**src/design/klock_pkg.sv**
```systemverilog
`timescale 1ns / 1ps
`default_nettype none

package klock_pkg;

  localparam int CodeDigits    = 5;
  localparam int MaxCodeDigits = 16;
  localparam int KeyW          = 4;
  localparam int StatusW       = 3;
  localparam int CountW        = 3;
  localparam int FailW         = 2;
  localparam int MasterW       = 20;
  localparam int MasterDigits  = MasterW / KeyW;
  localparam int InDataW       = 8;
  localparam int OutDataW      = 8;

  localparam logic [MasterW-1:0] MasterReset = 20'h56246;

  localparam logic [KeyW-1:0] ResetCode [MaxCodeDigits] = '{
    4'd2, 4'd5, 4'd6, 4'd3, 4'd8, 4'd0, 4'd0, 4'd0,
    4'd0, 4'd0, 4'd0, 4'd0, 4'd0, 4'd0, 4'd0, 4'd0
  };

  localparam logic [StatusW-1:0] StDigit      = 3'd0;
  localparam logic [StatusW-1:0] StGranted    = 3'd1;
  localparam logic [StatusW-1:0] StRetry      = 3'd2;
  localparam logic [StatusW-1:0] StNeedMaster = 3'd3;
  localparam logic [StatusW-1:0] StMasterOk   = 3'd4;
  localparam logic [StatusW-1:0] StAlarm      = 3'd5;
  localparam logic [StatusW-1:0] StStored     = 3'd6;

  localparam logic [FailW-1:0] FailMax = 2'd2;

endpackage

`default_nettype wire

```
**src/design/keypad_code_lock_top.sv**
```systemverilog
// A result is registered in the output register in the cycle after its key transfer.
// Throughput: one key per cycle while the output sink is ready; the digit compare and position update sit in one stage.
// A key is taken while a result waits, as long as that result leaves in the same cycle.
// Reset (asynchronous, active low) empties the output register, loads the stored code
// with its default digits and the master code with its default, and starts a check entry.
`timescale 1ns / 1ps
`default_nettype none

module keypad_code_lock_top #(
  parameter int CODE_DIGITS = klock_pkg::CodeDigits
) (
  input  wire logic                             clk_i,
  input  wire logic                             rst_ni,
  input  wire logic                             cfg_valid_i,
  output      logic                             cfg_ready_o,
  input  wire logic [klock_pkg::MasterW-1:0]    cfg_data_i,      // master_code
  input  wire logic                             s_axis_tvalid,
  output      logic                             s_axis_tready,
  input  wire logic [klock_pkg::InDataW-1:0]    s_axis_tdata,    // key_value[3:0], change_request[4]
  output      logic                             m_axis_tvalid,
  input  wire logic                             m_axis_tready,
  output      logic [klock_pkg::OutDataW-1:0]   m_axis_tdata     // status[2:0], digits_entered[5:3], failures[7:6]
);
  import klock_pkg::*;

  localparam int PosW = (CODE_DIGITS > 1) ? $clog2(CODE_DIGITS) : 1;
  localparam logic [PosW-1:0] LastPos = PosW'(CODE_DIGITS - 1);

  typedef enum logic [1:0] {
    PH_CHECK  = 2'd0,
    PH_CHANGE = 2'd1,
    PH_MASTER = 2'd2
  } phase_e;

  logic [MasterW-1:0] master_q;
  logic [KeyW-1:0]    code_q [CODE_DIGITS];
  logic [PosW-1:0]    pos_q, pos_d;
  phase_e             phase_q, phase_d, phase_eff;
  logic               mis_q, mis_d, mis_now;
  logic [FailW-1:0]   fail_q, fail_d;
  logic               out_valid_q;
  logic [StatusW-1:0] status_q, status_d;
  logic [CountW-1:0]  count_q;

  logic               in_xfer;
  logic [KeyW-1:0]    key;
  logic               req;
  logic               first;
  logic               last;
  logic [5:0]         master_sh;
  logic [KeyW-1:0]    master_dig;
  logic [KeyW-1:0]    stored_dig;

  assign cfg_ready_o   = 1'b1;
  assign s_axis_tready = !out_valid_q || m_axis_tready;
  assign in_xfer       = s_axis_tvalid && s_axis_tready;
  assign key           = s_axis_tdata[KeyW-1:0];
  assign req           = s_axis_tdata[KeyW];
  assign first         = (pos_q == '0);
  assign last          = (pos_q == LastPos);
  assign master_sh     = 6'(KeyW * (CODE_DIGITS - 1 - int'(pos_q)));
  assign master_dig    = KeyW'(master_q >> master_sh);
  assign stored_dig    = code_q[pos_q];

  always_comb begin
    if (first && phase_q != PH_MASTER) begin
      phase_eff = req ? PH_CHANGE : PH_CHECK;
    end else begin
      phase_eff = phase_q;
    end
  end

  always_comb begin
    mis_now  = first ? 1'b0 : mis_q;
    pos_d    = pos_q + PosW'(1);
    phase_d  = phase_eff;
    fail_d   = fail_q;
    status_d = StDigit;
    unique case (phase_eff)
      PH_MASTER: mis_now = mis_now || (key != master_dig);
      PH_CHANGE: mis_now = mis_now;
      default:   mis_now = mis_now || (key != stored_dig);
    endcase
    mis_d = mis_now;
    if (last) begin
      pos_d   = '0;
      mis_d   = 1'b0;
      phase_d = PH_CHECK;
      unique case (phase_eff)
        PH_CHANGE: status_d = StStored;
        PH_MASTER: begin
          fail_d   = '0;
          status_d = mis_now ? StAlarm : StMasterOk;
        end
        default: begin
          if (!mis_now) begin
            fail_d   = '0;
            status_d = StGranted;
          end else if (fail_q < FailMax) begin
            fail_d   = fail_q + FailW'(1);
            status_d = StRetry;
          end else begin
            fail_d   = FailMax;
            status_d = StNeedMaster;
            phase_d  = PH_MASTER;
          end
        end
      endcase
    end
  end

  always_ff @(posedge clk_i or negedge rst_ni) begin
    if (!rst_ni) begin
      master_q    <= MasterReset;
      pos_q       <= '0;
      phase_q     <= PH_CHECK;
      mis_q       <= 1'b0;
      fail_q      <= '0;
      out_valid_q <= 1'b0;
      for (int i = 0; i < CODE_DIGITS; i++) begin
        code_q[i] <= ResetCode[i];
      end
    end else begin
      if (cfg_valid_i) begin
        master_q <= cfg_data_i;
      end
      if (in_xfer) begin
        pos_q   <= pos_d;
        phase_q <= phase_d;
        mis_q   <= mis_d;
        fail_q  <= fail_d;
        if (phase_eff == PH_CHANGE) begin
          code_q[pos_q] <= key;
        end
        out_valid_q <= 1'b1;
      end else if (m_axis_tready) begin
        out_valid_q <= 1'b0;
      end
    end
  end

  always_ff @(posedge clk_i) begin
    if (in_xfer) begin
      status_q <= status_d;
      count_q  <= CountW'(pos_d);
    end
  end

  assign m_axis_tvalid = out_valid_q;
  assign m_axis_tdata  = {fail_q, count_q, status_q};

  // hold position inside one entry
  a_pos_range: assert property (@(posedge clk_i) disable iff (!rst_ni)
    int'(pos_q) < CODE_DIGITS)
    else $error("digit position out of range");

  a_master_fail: assert property (@(posedge clk_i) disable iff (!rst_ni)
    phase_q == PH_MASTER |-> fail_q == FailMax)
    else $error("master entry pending without full failure count");

  a_need_master: assert property (@(posedge clk_i) disable iff (!rst_ni)
    in_xfer && last && status_d == StNeedMaster |=> phase_q == PH_MASTER && pos_q == '0)
    else $error("master entry not armed after third failure");

  a_done_zero: assert property (@(posedge clk_i) disable iff (!rst_ni)
    out_valid_q && status_q != StDigit |-> count_q == '0)
    else $error("completed entry reports digits");

  a_out_load: assert property (@(posedge clk_i) disable iff (!rst_ni)
    in_xfer |=> out_valid_q)
    else $error("result register not loaded after transfer");

endmodule

`default_nettype wire

```
**config.mk**
```make
export PLATFORM = sky130hd
export DESIGN_NAME = keypad_code_lock_top
export DESIGN_NICKNAME = d
export VERILOG_FILES = /design/src/design/klock_pkg.sv /design/src/design/keypad_code_lock_top.sv
export SDC_FILE = /design/constraint.sdc
export NUM_CORES = 1
export LEC_CHECK = 0
export BUFFER_PORTS_ARGS = -buffer_cell sky130_fd_sc_hd__buf_2
export CAP_MARGIN = 25
export CELL_PAD_IN_SITES_DETAIL_PLACEMENT = 0
export CELL_PAD_IN_SITES_GLOBAL_PLACEMENT = 1
export CORE_AREA = 3 3 84 86
export CTS_CLUSTER_SIZE = 8
export DETAILED_ROUTE_END_ITERATION = 10
export DIE_AREA = 0 0 87 89
export GPL_TIMING_DRIVEN = 0
export PLACE_DENSITY = 0.75
export SYNTH_ARGS = -nofsm -noshare
export SYNTH_HDL_FRONTEND = slang
export SYNTH_SLANG_ARGS = --single-unit
```
**constraint.sdc**
```tcl
create_clock -name clk_i -period 4.55 [get_ports clk_i]
set_clock_uncertainty 0.05 [all_clocks]
set_input_delay 0.455 -clock clk_i [delete_from_list [all_inputs] [get_ports clk_i]]
set_output_delay 0.455 -clock clk_i [all_outputs]
set_load 0.01 [all_outputs]
```
==> impl_metrics.env <==
export IMPL_irDropWorstVdd_v=0.000245
export IMPL_viasPerCell=5.51
export IMPL_pwr_share_clk=0.154
export IMPL_sw_frac_of_total=0.377
export IMPL_post_place_cells=357
export IMPL_first_pass_iters=4
export IMPL_grt_pass1_wl_mm=10.3
export IMPL_cpMostUsedCell="ha_1"
export IMPL_ant_nets=0
export IMPL_post_cts_buffers=0
export IMPL_cts_buffers=5
export IMPL_start_util=0.452
export IMPL_vias=2010
export IMPL_postSynthAreaPerCell_um2=11.9
export IMPL_cts_tree="built"
export IMPL_ctsResizeCount=0
export IMPL_ys_ff_latch=55
export IMPL_pwr_share_seq=0.389
export IMPL_cts_path_max_buffers=2
export IMPL_cp_start_kind="flop"
export IMPL_fin_ws_ns=1.04
export IMPL_tightestPinTransition_ns=1.01
export IMPL_ys_seq_area_frac=0.497
export IMPL_synth_cell_type_count=56
export IMPL_clock_latency_ns=0.31
export IMPL_drive_above_1_share=0.417
export IMPL_drv_cap=0
export IMPL_pre_cts_slack_ns=1.04
export IMPL_fp_dieArea_mm2=0.00774
export IMPL_wl_per_cell_um=16.3
export IMPL_status="completed"
export IMPL_cp_cell_sequence="buf_4, inv_1, ha_1, ha_1, buf_2, a221oi_1, a311oi_1, or3_1, a32oi_2, nor4b_2, a221oi_2"
export IMPL_diodes=0
export IMPL_grt_usage=0.173
export IMPL_ys_warn_count=0
export IMPL_fin_crit_sh=0.771
export IMPL_num_io_pins=44
export IMPL_grt_pass1_vias=1995
export IMPL_fin_tns_setup_ns=0
export IMPL_clkSinkCount=55
export IMPL_p_switching_uw=748
export IMPL_drv_slew=0
export IMPL_port_buffers=38
export IMPL_wl_mm=5.95
export IMPL_drt_iter0_markers=91
export IMPL_p_comb_frac=0.457
export IMPL_antenna_found_initial=0
export IMPL_core_mm2=0.00635
export IMPL_rows=29
export IMPL_p_per_area_mw_per_mm2=605
export IMPL_fin_crit_ns=3.51
export IMPL_die_w_um=87
export IMPL_grt_max_degree=33
export IMPL_final_nets=324
export IMPL_synthArstFlopShare=0.891
export IMPL_stdcell_count=365
export IMPL_syn2layout_area_growth_pct=14.4
export IMPL_critical_path_slowest_cell="dfrtp_1"
export IMPL_grt_ovfl_total=0
export IMPL_cp_arrival_ns=3.52
export IMPL_synth_area_mm2=0.00287
export IMPL_drc=0
export IMPL_htreeDepth=2
export IMPL_p_leak_nw=1.39
export IMPL_maxSlewHeadroom=0.319
export IMPL_reg2reg_slack_ns=1.04
export IMPL_max_freq_ghz=0.285
export IMPL_cp_end_kind="flop"
export IMPL_hold_viol_final=0
export IMPL_cts_hold_buf=0
export IMPL_synth_nets=278
export IMPL_synth_flop_cell="dfrtp_1"
export IMPL_internal_power_mw=1.24
export IMPL_rsz0062_at_grt="no"
export IMPL_syn_inst=241
export IMPL_fin_util=0.517
export IMPL_globalplace_congestion=0.787
export IMPL_setup_viol=0
export IMPL_crit_type="reg2reg"
export IMPL_place_hpwl_mm=4.48
export IMPL_synth_edff_count=6
export IMPL_cpPeakStageDelay_ns=0.53
export IMPL_critical_path_required_ns=4.56
export IMPL_critical_path_max_fanout=10
export IMPL_hp_class="in2async"
export IMPL_path_clk_slew_ns=0.10
export IMPL_root_buffer="clkbuf_8"
export IMPL_die_h_um=89
-- kinds of logic after synthesis --
| family | share of synthesized area |
|---|---|
| AO/OA/AOI/OAI | 0.116 |
| XOR/XNOR | 0.00611 |
| adder cells (fa/ha/maj) | 0.0174 |
| buffers and inverters | 0.0323 |
| flip-flops | 0.497 |
| multiplexers | 0.196 |
| other | 0.00131 |
| AND/OR/NAND/NOR | 0.134 |
-- metal layers --
| layer | up-vias | share of wire | global-route usage |
|---|---|---|---|
| li1 | 973 | - | - |
| met1 | 973 | 0.48 | 0.246 |
| met2 | 58 | 0.45 | 0.268 |
| met3 | 6 | 0.060 | 0.0332 |
| met4 | 0 | 0.013 | 0.0510 |
| met5 | - | 0 | 0 |
-- worst max-delay path, delay by kind of cell (launching register included) --
kind | cells | cell delay [ns]
flip-flops | 1 | 0.53
AND/OR/NAND/NOR | 2 | 0.68
adder cells (fa/ha/maj) | 2 | 0.57
buffers and inverters | 3 | 0.58
AO/OA/AOI/OAI | 4 | 0.82
-- final timing paths --
path / start / end / cells after the start
max: pos_q[0]$_DFFE_PN0P_ / status_q[0]$_SDFFCE_PN0P_ / 11
min: rst_ni / master_q[3]$_DFFE_PN0P_ / 1
max reg2reg: pos_q[0]$_DFFE_PN0P_ / status_q[0]$_SDFFCE_PN0P_ / 11
min reg2reg: code_q[1]$_DFFE_PN0P_ / code_q[1]$_DFFE_PN0P_ / 1
max in group asynchronous: rst_ni / code_q[5]$_DFFE_PN1P_ / 2
min in group clk_i: s_axis_tvalid / m_axis_tvalid$_DFFE_PN0P_ / 2
-- cells in the final DEF (no fill, tap or decap), drive strengths merged, types with 2 or more instances in the layout --
cell type,count
nand2b,7
nor2,11
nor3,3
and2,2
o21a,2
dfstp,16
nand3,4
a221oi,5
nor4,3
edfxtp,6
o21ai,10
mux2,42
dfrtp,33
buf,47
mux2i,9
a21o,3
a31oi,2
a21oi,8
nor4b,3
clkbuf,11
and3,3
nand2,16
clkinv,3
inv,5
nor2b,6
a31o,2
a21boi,2
ha,4
-- power groups by stage --
stage | clock (mW) | combinational, mW | sequential [mW]
CTS | 0.315 | 0.916 | 0.775
floorplan | 0 | 0.694 | 0.766
global placement | 0 | 0.898 | 0.778
global route | 0.342 | 1.01 | 0.795
detailed placement | 0 | 0.914 | 0.784
finish | 0.306 | 0.908 | 0.772
-- flip-flops by register name, summed over array words and instances, names as in the netlist --
signal and count:
fail_q 2, pos_q 3, master_q 20, phase_q 2, status_q 3, mis_q 1, m_axis_tvalid 1, code_q 20
count_q 3
-- per-stage QoR --
step | hold slack (ns) | total power [mW] | cell area, µm²
floorplan | 0.109 | 1.46 | 2870
global placement | 0.431 | 1.68 | 3160
detailed placement | 0.369 | 1.70 | 3180
CTS | 0.0229 | 2.01 | 3280
global route | 0.0412 | 2.14 | 3280
finish | 0.0166 | 1.99 | 3280
-- synthesized netlist by cell type (2+ instances only) --
library cell	number	area share
a21o_1	3	0.0078
nor3_1	3	0.0052
nand2_1	16	0.021
a221oi_2	2	0.010
dfstp_2	16	0.15
nand3_1	4	0.0070
nor4_1	2	0.0044
dfrtp_1	33	0.29
and2_1	2	0.0044
mux2i_1	9	0.031
nand2b_1	7	0.015
o21a_1	2	0.0052
edfxtp_1	6	0.063
inv_1	5	0.0065
buf_4	2	0.0052
a21oi_1	7	0.012
o21ai_1	2	0.0035
nor2_1	11	0.014
a221oi_1	3	0.0092
buf_2	5	0.0087
and3_1	3	0.0065
clkbuf_1	5	0.0065
a21boi_0	2	0.0052
mux2_2	41	0.16
o21ai_0	8	0.014
nor4b_2	2	0.010
nor2b_1	6	0.013
a31o_1	2	0.0061
ha_1	4	0.017
a31oi_1	2	0.0044
-- area by class of cell --
cell class | instances | area [µm²]
well taps | 77 | 96.3
multi-input cells | 167 | 1350
clock buffers | 6 | 93.8
clock inverters | 2 | 13.8
fillers | 575 | 3070
repair buffers | 39 | 210
flip-flops and latches | 55 | 1430
inverters | 6 | 22.5
plain buffers | 13 | 70.1
Power figures use the tool's default switching activity.
